## src/rtl/osbc_pkg.sv

```systemverilog
`timescale 1ns / 1ps
// ----------------------------------------------------------------------------
// osbc_pkg: shared definitions for the overlap-save block convolver
// Widths, request and register codes, and the control word sent to the cells.
// ----------------------------------------------------------------------------
package osbc_pkg;

  localparam int MAX_BLOCK_DEF   = 64;
  localparam int MAX_TAPS_DEF    = 64;
  localparam int SAMPLE_BITS_DEF = 16;

  localparam int IN_W      = 16;  // value_real / value_imag port width
  localparam int OUT_W     = 39;  // y_real / y_imag width, sums wrap here
  localparam int CFG_W     = 7;   // tap_count / block_length width
  localparam int CFG_IDX_W = 2;   // config register index width
  localparam int TAP_IDX_W = 6;
  localparam int POS_W     = 6;

  localparam logic [CFG_W-1:0] RESET_TAP_COUNT    = 7'd1;
  localparam logic [CFG_W-1:0] RESET_BLOCK_LENGTH = 7'd64;

  localparam logic [CFG_IDX_W-1:0] REG_TAP_COUNT    = 2'd0;
  localparam logic [CFG_IDX_W-1:0] REG_BLOCK_LENGTH = 2'd1;

  typedef enum logic [1:0] {
    REQ_TAP     = 2'd0,
    REQ_SAMPLE  = 2'd1,
    REQ_RESTART = 2'd2
  } req_e;

  // Control word broadcast to every cell of the tap chain.
  typedef struct packed {
    logic                 adv;        // chain advances this cycle
    logic                 clr;        // zero products and partial sums
    logic                 run;        // a replayed sample is on the bus
    logic                 tap_we;     // tap load
    logic [TAP_IDX_W-1:0] tap_idx;
    logic [CFG_W-1:0]     taps_used;  // effective M
  } ctl_t;

endpackage

```

## src/rtl/osbc_line.sv

```systemverilog
`timescale 1ns / 1ps
// ----------------------------------------------------------------------------
// osbc_line: sample history shift line
// Newest sample at slot 0. Rotating DEPTH times replays the history oldest
// first and leaves the line as it was.
// ----------------------------------------------------------------------------
module osbc_line import osbc_pkg::*; #(
  parameter int DEPTH       = MAX_BLOCK_DEF,
  parameter int SAMPLE_BITS = SAMPLE_BITS_DEF
) (
  input  logic                          clk_i,
  input  logic                          rst_ni,
  input  logic                          clear_i,
  input  logic                          shift_i,
  input  logic                          rotate_i,
  input  logic signed [SAMPLE_BITS-1:0] din_re_i,
  input  logic signed [SAMPLE_BITS-1:0] din_im_i,
  output logic signed [SAMPLE_BITS-1:0] oldest_re_o,
  output logic signed [SAMPLE_BITS-1:0] oldest_im_o
);

  logic [2*SAMPLE_BITS-1:0] slot_q [DEPTH];

  always_ff @(posedge clk_i or negedge rst_ni) begin
    if (!rst_ni) begin
      for (int i = 0; i < DEPTH; i++) slot_q[i] <= '0;
    end else if (clear_i) begin
      for (int i = 0; i < DEPTH; i++) slot_q[i] <= '0;
    end else if (shift_i || rotate_i) begin
      for (int i = 1; i < DEPTH; i++) slot_q[i] <= slot_q[i-1];
      slot_q[0] <= shift_i ? {din_re_i, din_im_i} : slot_q[DEPTH-1];
    end
  end

  assign oldest_re_o = slot_q[DEPTH-1][2*SAMPLE_BITS-1:SAMPLE_BITS];
  assign oldest_im_o = slot_q[DEPTH-1][SAMPLE_BITS-1:0];

endmodule

```

## config.mk

```make
export PLATFORM = sky130hd
export DESIGN_NAME = osbc_line
export DESIGN_NICKNAME = d
export VERILOG_FILES = /design/src/rtl/osbc_pkg.sv /design/src/rtl/osbc_line.sv
export SDC_FILE = /design/constraint.sdc
export NUM_CORES = 2
export LEC_CHECK = 0
export BUFFER_PORTS_ARGS = -buffer_cell sky130_fd_sc_hd__buf_4
export CORE_MARGIN = 10
export CORE_UTILIZATION = 40
export CTS_BUF_LIST = sky130_fd_sc_hd__clkbuf_4
export CTS_CLUSTER_DIAMETER = 120
export CTS_CLUSTER_SIZE = 8
export DETAILED_ROUTE_END_ITERATION = 7
export PLACE_DENSITY = 0.66
export SKIP_LAST_GASP = 1
export SYNTH_ARGS = -nofsm -noshare
export SYNTH_HDL_FRONTEND = slang
export SYNTH_SLANG_ARGS = --single-unit
```

## constraint.sdc

```tcl
create_clock -name clk_i -period 1.54 [get_ports clk_i]
set_input_delay 0.077 -clock clk_i [delete_from_list [all_inputs] [get_ports clk_i]]
set_output_delay 0.077 -clock clk_i [all_outputs]
set_load 0.1 [all_outputs]
```

==> results.yml <==
critical_path:
  path_delay_family: "flip-flops"
  worst_path_max_delay_cell: "dfrtp_1"
  critPathMaxStageDelay_ns: 0.46
  crit_type: "reg2out"
  worstPathArrival_ns: 1.99
  crit_required_ns: 1.46
  cp-end-kind: "primary output"
  critPathBufInv: 1
  critPathMaxFanout: 2
  cp-start-kind: "register"
  path_cells: "buf_12"
routing:
  via_per_inst: 5.53
  finalWirelength_um: 194000
  ant_nets: 0
  drt_iter0_drc: 5248
  dr_total_vias: 68836
  drc: 0
  first_pass_iters: 6
  wire_per_inst_um: 15.6
cells_and_area:
  synthToLayoutAreaGrowth_pct: 9.76
  nNetsFinal: 9285
  finalNonFillerCells: 12437
  drive_above_1_share: 0.106
  fillCellCount: 22081
grt:
  antenna_found_initial: 4
  grt_pass1_vias: 67686
  grt_max_degree: 107
  track_usage: 0.147
  overflow: 0
  grt_pass1_wl_um: 338000
floorplanning:
  core_mm2: 0.239
  num_rows: 179
  initial_core_util: 0.403
  io_pins: 69
  dieArea_mm2: 0.260
  dieWidth_um: 510
  die_y_um: 510
placed_design:
  port_buffers: 68
  post-dp-hpwl_um: 107000
  dp_cells: 11930
  gp_routability_congestion: 0.767
clock_tree:
  clock-root-buffer: "clkbuf_4"
  htreeDepth: 5
  cts_num_sinks: 2048
  tritoncts: "built"
  clockBufferDepth: 4
  insertion_delay_ns: 1.27
  cts-buffers-inserted: 305
  path_clk_slew_ns: 0.11
logic_synthesis:
  synth_area_per_cell_um2: 10.3
  synth_cell_types: 13
  ys_seq_elements: 2048
  yosysSeqAreaShare: 0.534
  synth_cells: 9360
  synth_area_mm2: 0.0961
  synth_fp_nets: 9397
  ys.warnings.count: 0
timing:
  max-slew-margin-rel: 0.225
  fin_skew_ns: 0.0923
  tightest_slew_ns: 1.16
  hold_viol: 0
  period_share: 1.34
  period_minus_slack_ns: 2.07
  slew_violations: 0
  setup_viol: 47
  fin_tns_setup_ns: -15.65
  setup_ws_ns: -0.529
  rsz0062_at_grt: "true"
  fmax_ghz: 0.483
power:
  power_mw: 88.3
  power.density_mw_per_mm2: 838
  vdd_ir_drop_max_mv: 0.506
  leakage_nw: 40.2
outcome:
  violations: "negative setup slack"
  status: "complete, but fails checks"
min_path:
  hold_class: "in2reg"
run:
  maxCapViolCount: 0
-- layer usage --
layer / vias to the layer above / track usage / share of wire
met5: - / 0 / 0
met4: 0 / 0.0517 / 0.033
met3: 491 / 0.0245 / 0.034
met2: 971 / 0.232 / 0.47
met1: 33637 / 0.203 / 0.47
li1: 33737 / - / -
-- where the power goes --
group | internal (mW) | switching [mW] | total [mW]
clock | 9.48 | 18.0 | 27.4
sequential | 53.9 | 0.0881 | 53.9
combinational | 2.07 | 4.90 | 6.97
-- flip-flops by register name, indices dropped and copies added, names as in the netlist --
name / cells
oldest_re_o: 16
oldest_im_o: 16
slot_q: 2016
-- repair_timing --
item                        CTS  global route
setup endpoints to repair    32          1041
buffers inserted             25            12
resized for setup           110            31
pin swaps                     0             1
hold endpoints to repair   4096            88
hold buffers                151             1
-- cell usage after synthesis (all sizes together) --
cell type / count / area [um^2]
inv: 1 / 3.75
or3b: 2016 / 17700
mux2i: 32 / 320
a21oi: 2016 / 10100
o21ai: 2016 / 10100
dfrtp: 2048 / 51200
a211oi: 32 / 240
clkbuf: 889 / 3340
buf: 278 / 2870
nor2b: 32 / 200
-- logic make-up after synthesis --
group,Yosys count,synth area share
buffers and inverters,1168,0.0647
flip-flops,2048,0.534
AND/OR/NAND/NOR,2048,0.186
AO/OA/AOI/OAI,4064,0.213
multiplexers,32,0.00333
-- metrics by stage --
step / area [um^2] / hold WS (ns) / utilization / worst slack [ns]
after global routing: 105000 / 0.0236 / 0.442 / -0.684
final: 105000 / 0.159 / 0.442 / -0.529
after detailed placement: 101000 / 0.239 / 0.422 / 0.121
after CTS: 105000 / 0.00255 / 0.442 / -0.643
after global placement: 101000 / 0.238 / 0.422 / 0.143
after floorplan: 96100 / -0.219 / - / 0.250
-- cell type report --
class                      count  area [um^2]  share of cell area
multi-input combinational   6144        38700               0.367
inverter                       1         3.75           0.0000356
antenna                       11         27.5            0.000261
timing repair buffer         748         9130              0.0866
sequential                  2048        51300               0.486
clock buffer                 317         2380              0.0226
clock inverter                 1         3.75           0.0000356
tap                         3167         3960              0.0376
-- path summary, 6_finish.rpt --
check | slack (ns) | depth (start not counted) | from | to
max | -0.53 | 1 | oldest_re_o[8] | oldest_re_o[8]
min | 0.16 | 6 | rotate_i | slot_q[137]
max reg2reg | 0.07 | 3 | slot_q[2001] | slot_q[2001]
min reg2reg | 0.45 | 2 | slot_q[493] | slot_q[461]
max in group asynchronous | 0.58 | 7 | rst_ni | slot_q[1142]
min in group asynchronous | 0.18 | 5 | rst_ni | slot_q[2020]
-- cells in the final DEF, fill, tap and decap left out, types with 25 or more instances in the layout --
| cell type | instances |
|---|---|
| dfrtp_1 | 2031 |
| o21ai_0 | 2016 |
| a21oi_1 | 2016 |
| or3b_1 | 2003 |
| buf_4 | 371 |
| clkbuf_4 | 317 |
| buf_12 | 239 |
| dlygate4sd3_1 | 125 |
| nor2b_1 | 31 |
| mux2i_1 | 29 |
| a211oi_1 | 25 |
Note: power is estimated with default switching activity, not from simulation.
