## src/rtl/osbc_pkg.sv

```systemverilog
`timescale 1ns / 1ps
// ----------------------------------------------------------------------------
// osbc_pkg: shared definitions for the overlap-save block convolver
// Widths, request and register codes, and the control word sent to the cells.
// ----------------------------------------------------------------------------
package osbc_pkg;

  localparam int MAX_BLOCK_DEF   = 64;
  localparam int MAX_TAPS_DEF    = 64;
  localparam int SAMPLE_BITS_DEF = 16;

  localparam int IN_W      = 16;  // value_real / value_imag port width
  localparam int OUT_W     = 39;  // y_real / y_imag width, sums wrap here
  localparam int CFG_W     = 7;   // tap_count / block_length width
  localparam int CFG_IDX_W = 2;   // config register index width
  localparam int TAP_IDX_W = 6;
  localparam int POS_W     = 6;

  localparam logic [CFG_W-1:0] RESET_TAP_COUNT    = 7'd1;
  localparam logic [CFG_W-1:0] RESET_BLOCK_LENGTH = 7'd64;

  localparam logic [CFG_IDX_W-1:0] REG_TAP_COUNT    = 2'd0;
  localparam logic [CFG_IDX_W-1:0] REG_BLOCK_LENGTH = 2'd1;

  typedef enum logic [1:0] {
    REQ_TAP     = 2'd0,
    REQ_SAMPLE  = 2'd1,
    REQ_RESTART = 2'd2
  } req_e;

  // Control word broadcast to every cell of the tap chain.
  typedef struct packed {
    logic                 adv;        // chain advances this cycle
    logic                 clr;        // zero products and partial sums
    logic                 run;        // a replayed sample is on the bus
    logic                 tap_we;     // tap load
    logic [TAP_IDX_W-1:0] tap_idx;
    logic [CFG_W-1:0]     taps_used;  // effective M
  } ctl_t;

endpackage

```

## src/rtl/osbc_cell.sv

```systemverilog
`timescale 1ns / 1ps
// ----------------------------------------------------------------------------
// osbc_cell: one tap of the transposed-form complex FIR chain
// Holds tap IDX, registers its product with the broadcast sample, and adds
// it to the partial sum handed down from the next cell.
// ----------------------------------------------------------------------------
module osbc_cell import osbc_pkg::*; #(
  parameter int IDX         = 0,
  parameter int SAMPLE_BITS = SAMPLE_BITS_DEF
) (
  input  logic                          clk_i,
  input  logic                          rst_ni,
  input  ctl_t                          ctl_i,
  input  logic signed [SAMPLE_BITS-1:0] tap_re_i,
  input  logic signed [SAMPLE_BITS-1:0] tap_im_i,
  input  logic signed [SAMPLE_BITS-1:0] x_re_i,
  input  logic signed [SAMPLE_BITS-1:0] x_im_i,
  input  logic signed [OUT_W-1:0]       acc_re_i,
  input  logic signed [OUT_W-1:0]       acc_im_i,
  output logic signed [OUT_W-1:0]       acc_re_o,
  output logic signed [OUT_W-1:0]       acc_im_o
);

  localparam int PW = 2 * SAMPLE_BITS + 1;

  logic signed [SAMPLE_BITS-1:0] h_re_q, h_im_q;
  logic signed [OUT_W-1:0]       prod_re_q, prod_im_q, prod_re_d, prod_im_d;
  logic signed [OUT_W-1:0]       acc_re_q, acc_im_q;
  logic signed [PW-1:0]          mul_re, mul_im;
  logic                          used;

  assign used = CFG_W'(IDX) < ctl_i.taps_used;

  always_comb begin
    mul_re = h_re_q * x_re_i - h_im_q * x_im_i;
    mul_im = h_re_q * x_im_i + h_im_q * x_re_i;
    if (ctl_i.run && used) begin
      prod_re_d = OUT_W'(mul_re);
      prod_im_d = OUT_W'(mul_im);
    end else begin
      prod_re_d = '0;
      prod_im_d = '0;
    end
  end

  always_ff @(posedge clk_i or negedge rst_ni) begin
    if (!rst_ni) begin
      h_re_q <= '0;
      h_im_q <= '0;
    end else if (ctl_i.tap_we && (ctl_i.tap_idx == TAP_IDX_W'(IDX))) begin
      h_re_q <= tap_re_i;
      h_im_q <= tap_im_i;
    end
  end

  always_ff @(posedge clk_i or negedge rst_ni) begin
    if (!rst_ni) begin
      prod_re_q <= '0;
      prod_im_q <= '0;
      acc_re_q  <= '0;
      acc_im_q  <= '0;
    end else if (ctl_i.clr) begin
      prod_re_q <= '0;
      prod_im_q <= '0;
      acc_re_q  <= '0;
      acc_im_q  <= '0;
    end else if (ctl_i.adv) begin
      prod_re_q <= prod_re_d;
      prod_im_q <= prod_im_d;
      acc_re_q  <= prod_re_q + acc_re_i;
      acc_im_q  <= prod_im_q + acc_im_i;
    end
  end

  assign acc_re_o = acc_re_q;
  assign acc_im_o = acc_im_q;

endmodule

```

## config.mk

```make
export PLATFORM = sky130hd
export DESIGN_NAME = osbc_cell
export DESIGN_NICKNAME = d
export VERILOG_FILES = /design/src/rtl/osbc_pkg.sv /design/src/rtl/osbc_cell.sv
export SDC_FILE = /design/constraint.sdc
export NUM_CORES = 2
export LEC_CHECK = 0
export ABC_AREA = 1
export BUFFER_PORTS_ARGS = -buffer_cell sky130_fd_sc_hd__buf_4
export CAP_MARGIN = 10
export CORE_UTILIZATION = 55
export CTS_BUF_LIST = sky130_fd_sc_hd__clkbuf_4 sky130_fd_sc_hd__clkbuf_8
export CTS_CLUSTER_DIAMETER = 100
export DETAILED_ROUTE_END_ITERATION = 7
export PLACE_DENSITY = 0.75
export SYNTH_ARGS = -nofsm -noshare
export SYNTH_HDL_FRONTEND = slang
export SYNTH_SLANG_ARGS = --single-unit
```

## constraint.sdc

```tcl
create_clock -name clk_i -period 6.1 [get_ports clk_i]
set_input_delay 0.61 -clock clk_i [delete_from_list [all_inputs] [get_ports clk_i]]
set_output_delay 0.61 -clock clk_i [all_outputs]
set_load 0.01 [all_outputs]
```

==> results by group <==
CTS
  – CTS sink count: 176
  – H-tree lvl count: 4
  – TritonCTS Buffers: 17
  – Clock network latency to the later pin of the worst-skew pair: 0.66 ns
  – Worst-path clk slew: 0.13 ns
  – Root Buffer Master: sky130_fd_sc_hd__clkbuf_8
  – Clock tree from TritonCTS: yes
  – Clk buf depth: 2

Setup path
  – Critical Path Fanout Max: 7
  – WP depth: 27
  – Crit. End Element: flip-flop
  – Longest individual stage delay on the worst path: 0.61 ns
  – Crit-path slowest cell: sky130_fd_sc_hd__fa_2
  – Cell family with most CP delay: adder cells
  – Arrival @ worst endpoint: 7.44 ns
  – Number of cells on the worst reg-to-reg path: 27
  – Register-to-register setup slack: -0.80 ns
  – Category of the most critical setup path: reg -> reg
  – Number of buffer and inverter instances along the worst setup path: 10
  – Worst path required time: 6.64 ns
  – Kind of launch point of the worst setup path: flip-flop

GRT
  – Number of antenna violations at the first check in global routing: 4
  – Grt ovf: 0
  – Maximum number of pins on one net before global-route repair: 104
  – Vias in the first global route: 48540
  – Global-route wire length before repair: 261700 um
  – Global router's overall resource usage: 34.76%

Detailed routing
  – Routed wire per std cell: 19.13 um
  – Count of vias placed by the detailed router: 45990
  – Total wirelength of the detailed-routed design: 167400 um
  – Number of vias per cell after detailed routing: 5.255
  – Number of remaining DRC errors: 0
  – Number of detailed-routing iterations run before antenna repair: 6
  – DRC marker count from the first detailed-route iteration: 3460
  – Remaining antenna violation count after routing: 0

Placement
  – Post-detailed-placement cell area: 61960 um^2
  – Number of I/O port buffers: 238
  – HPWL after DPL: 137500 um
  – Routability-driven placement congestion ratio: 0.9692

STA
  – Highest clock frequency the design can meet: 0.1450 GHz
  – Worst clock skew: 0.02219 ns
  – Post-layout minimum cycle time: 6.897 ns
  – Worst slew margin: 27.20%
  – Final setup violating endpoints: 47
  – Final Hold Fails: 0
  – Max Transition Viols Final: 0
  – Min setup slack post-route: -0.7972 ns
  – Tcrit/Tclk final: 113.1%
  – Slew of the pin with the lowest slew margin: 1.091 ns
  – Unrepaired setup endpoints after global routing: yes

Floorplanning
  – Initial Utilization: 55.50%
  – Cell row count: 114
  – Floorplan die area: 98840 um^2
  – Vertical die dimension: 314.4 um
  – Die span in x: 314.4 um
  – Number of top-level design ports: 239
  – Core Area: 96710 um^2

Synth
  – Post-Syn Area per Cell: 7.909 um^2
  – Number of synthesized register bits: 176
  – Count of mapped cells out of synthesis: 6786
  – Share of the synthesized area in the top cell type: 43.83%
  – Biggest area contributors in the synthesized netlist: sky130_fd_sc_hd__fa_1, sky130_fd_sc_hd__inv_1, sky130_fd_sc_hd__nand2_1
  – Predominant post-synthesis flop cell: sky130_fd_sc_hd__dfrtp_1
  – Nets in the synthesized netlist: 8508
  – Area of the mapped netlist: 53670 um^2
  – Yosys top cell by area: sky130_fd_sc_hd__fa_1
  – Proportion of synthesized flip-flops having asynchronous set or reset: 100.0%
  – Share of synthesized area occupied by flip-flops and latches: 8.206%
  – Count of warnings emitted by yosys: 0
  – EDFF count, synth: 0
  – Distinct cell type count after synthesis: 49

Layout
  – Syn-to-layout area delta: 21.44%
  – Share of final-layout standard cells stronger than drive strength 1: 20.71%
  – Most frequent cells in the layout: sky130_fd_sc_hd__inv_1, sky130_fd_sc_hd__nand2_1, sky130_fd_sc_hd__fa_1
  – Most common cell after layout, fill and taps aside: sky130_fd_sc_hd__inv_1
  – Number of filler instances in the final layout: 7772
  – # nets final: 9180
  – Non-Filler Cell Area, Final: 65180 um^2
  – End-of-flow core utilization: 67.40%

Flow run
  – Max Cap Viol: 0

Status
  – Outcome: complete, but fails checks
  – Violated checks: negative setup slack

Min path
  – Class of the worst hold path: in -> async
## flip-flops by register name, summed over array words and instances, names as in the netlist
name       cells
acc_re_o      39
h_im_q        16
acc_im_o      39
prod_im_q     33
h_re_q        16
prod_re_q     33
## what timing repair did
| action | in CTS | in global routing |
|---|---|---|
| cloned | 3 | 6 |
| gates resized for setup | 318 | 231 |
| setup endpoints to repair | 50 | 51 |
| pin swaps | 170 | 210 |
| setup buffers | 49 | 56 |
| hold buffers | 0 | 0 |
## cell families after synthesis
logic type,count (synthesis),synth area share [%]
AND/OR/NAND/NOR,2245,16.70
buffers and inverters,2221,15.61
adder cells (fa/ha/maj),1561,52.83
AO/OA/AOI/OAI,517,5.429
flip-flops,176,8.206
XOR/XNOR,34,0.5548
multiplexers,32,0.6714
## cells in the mapped netlist, types with 32 or more instances
library cell / n
sky130_fd_sc_hd__ha_1: 386
sky130_fd_sc_hd__dfrtp_1: 176
sky130_fd_sc_hd__mux2_2: 32
sky130_fd_sc_hd__o21ai_1: 60
sky130_fd_sc_hd__o21ai_0: 153
sky130_fd_sc_hd__nor2_1: 301
sky130_fd_sc_hd__fa_1: 1175
sky130_fd_sc_hd__inv_1: 1974
sky130_fd_sc_hd__a21oi_1: 198
sky130_fd_sc_hd__nand3_1: 124
sky130_fd_sc_hd__nand2_1: 1676
sky130_fd_sc_hd__clkbuf_1: 215
## per-stage QoR
step | hold slack (ns) | setup TNS, ns | cells | worst slack (ns)
CTS | 0.06815 | -21.81 | 8689 | -0.6872
global placement | 0.4645 | -37.30 | 8607 | -1.027
finish | 0.05958 | -24.16 | 8751 | -0.7972
floorplan | 0.3144 | -10.34 | 6786 | -0.5397
global route | 0.1238 | -34.41 | 8750 | -1.003
detailed placement | 0.4679 | -41.73 | 8607 | -1.055
## final timing paths
kind                               from            end
setup / recovery             h_re_q[15]  prod_re_q[30]
hold / removal                   rst_ni   acc_im_o[25]
setup reg to reg             h_re_q[15]  prod_re_q[30]
hold reg to reg            acc_re_o[28]   acc_re_o[28]
max in group asynchronous        rst_ni      h_re_q[2]
min in group clk_i         tap_im_i[11]     h_im_q[11]
## layer usage
metal  vias up  track usage [%]  part of all wire, %
met5         -                0                    0
met4         0            14.89                  4.9
met3       419            6.238                  9.0
met2      1994            57.10                   47
met1     22740            45.32                   39
li1      20840                -                    -
## final cells by class
class / count / area (um^2) / share of cell area [%]
inverter: 1985 / 7496 / 11.50
antenna: 4 / 10.01 / 0.01536
tap: 1276 / 1597 / 2.450
timing repair buffer: 889 / 8119 / 12.46
clock inverter: 14 / 146.4 / 0.2246
clock buffer: 18 / 241.5 / 0.3705
multi-input combinational: 4389 / 43150 / 66.20
sequential: 176 / 4420 / 6.782
Power is left out: the tool's default activity adds up to more than one toggle a clock period on the data nets, which glitch-free logic cannot reach.
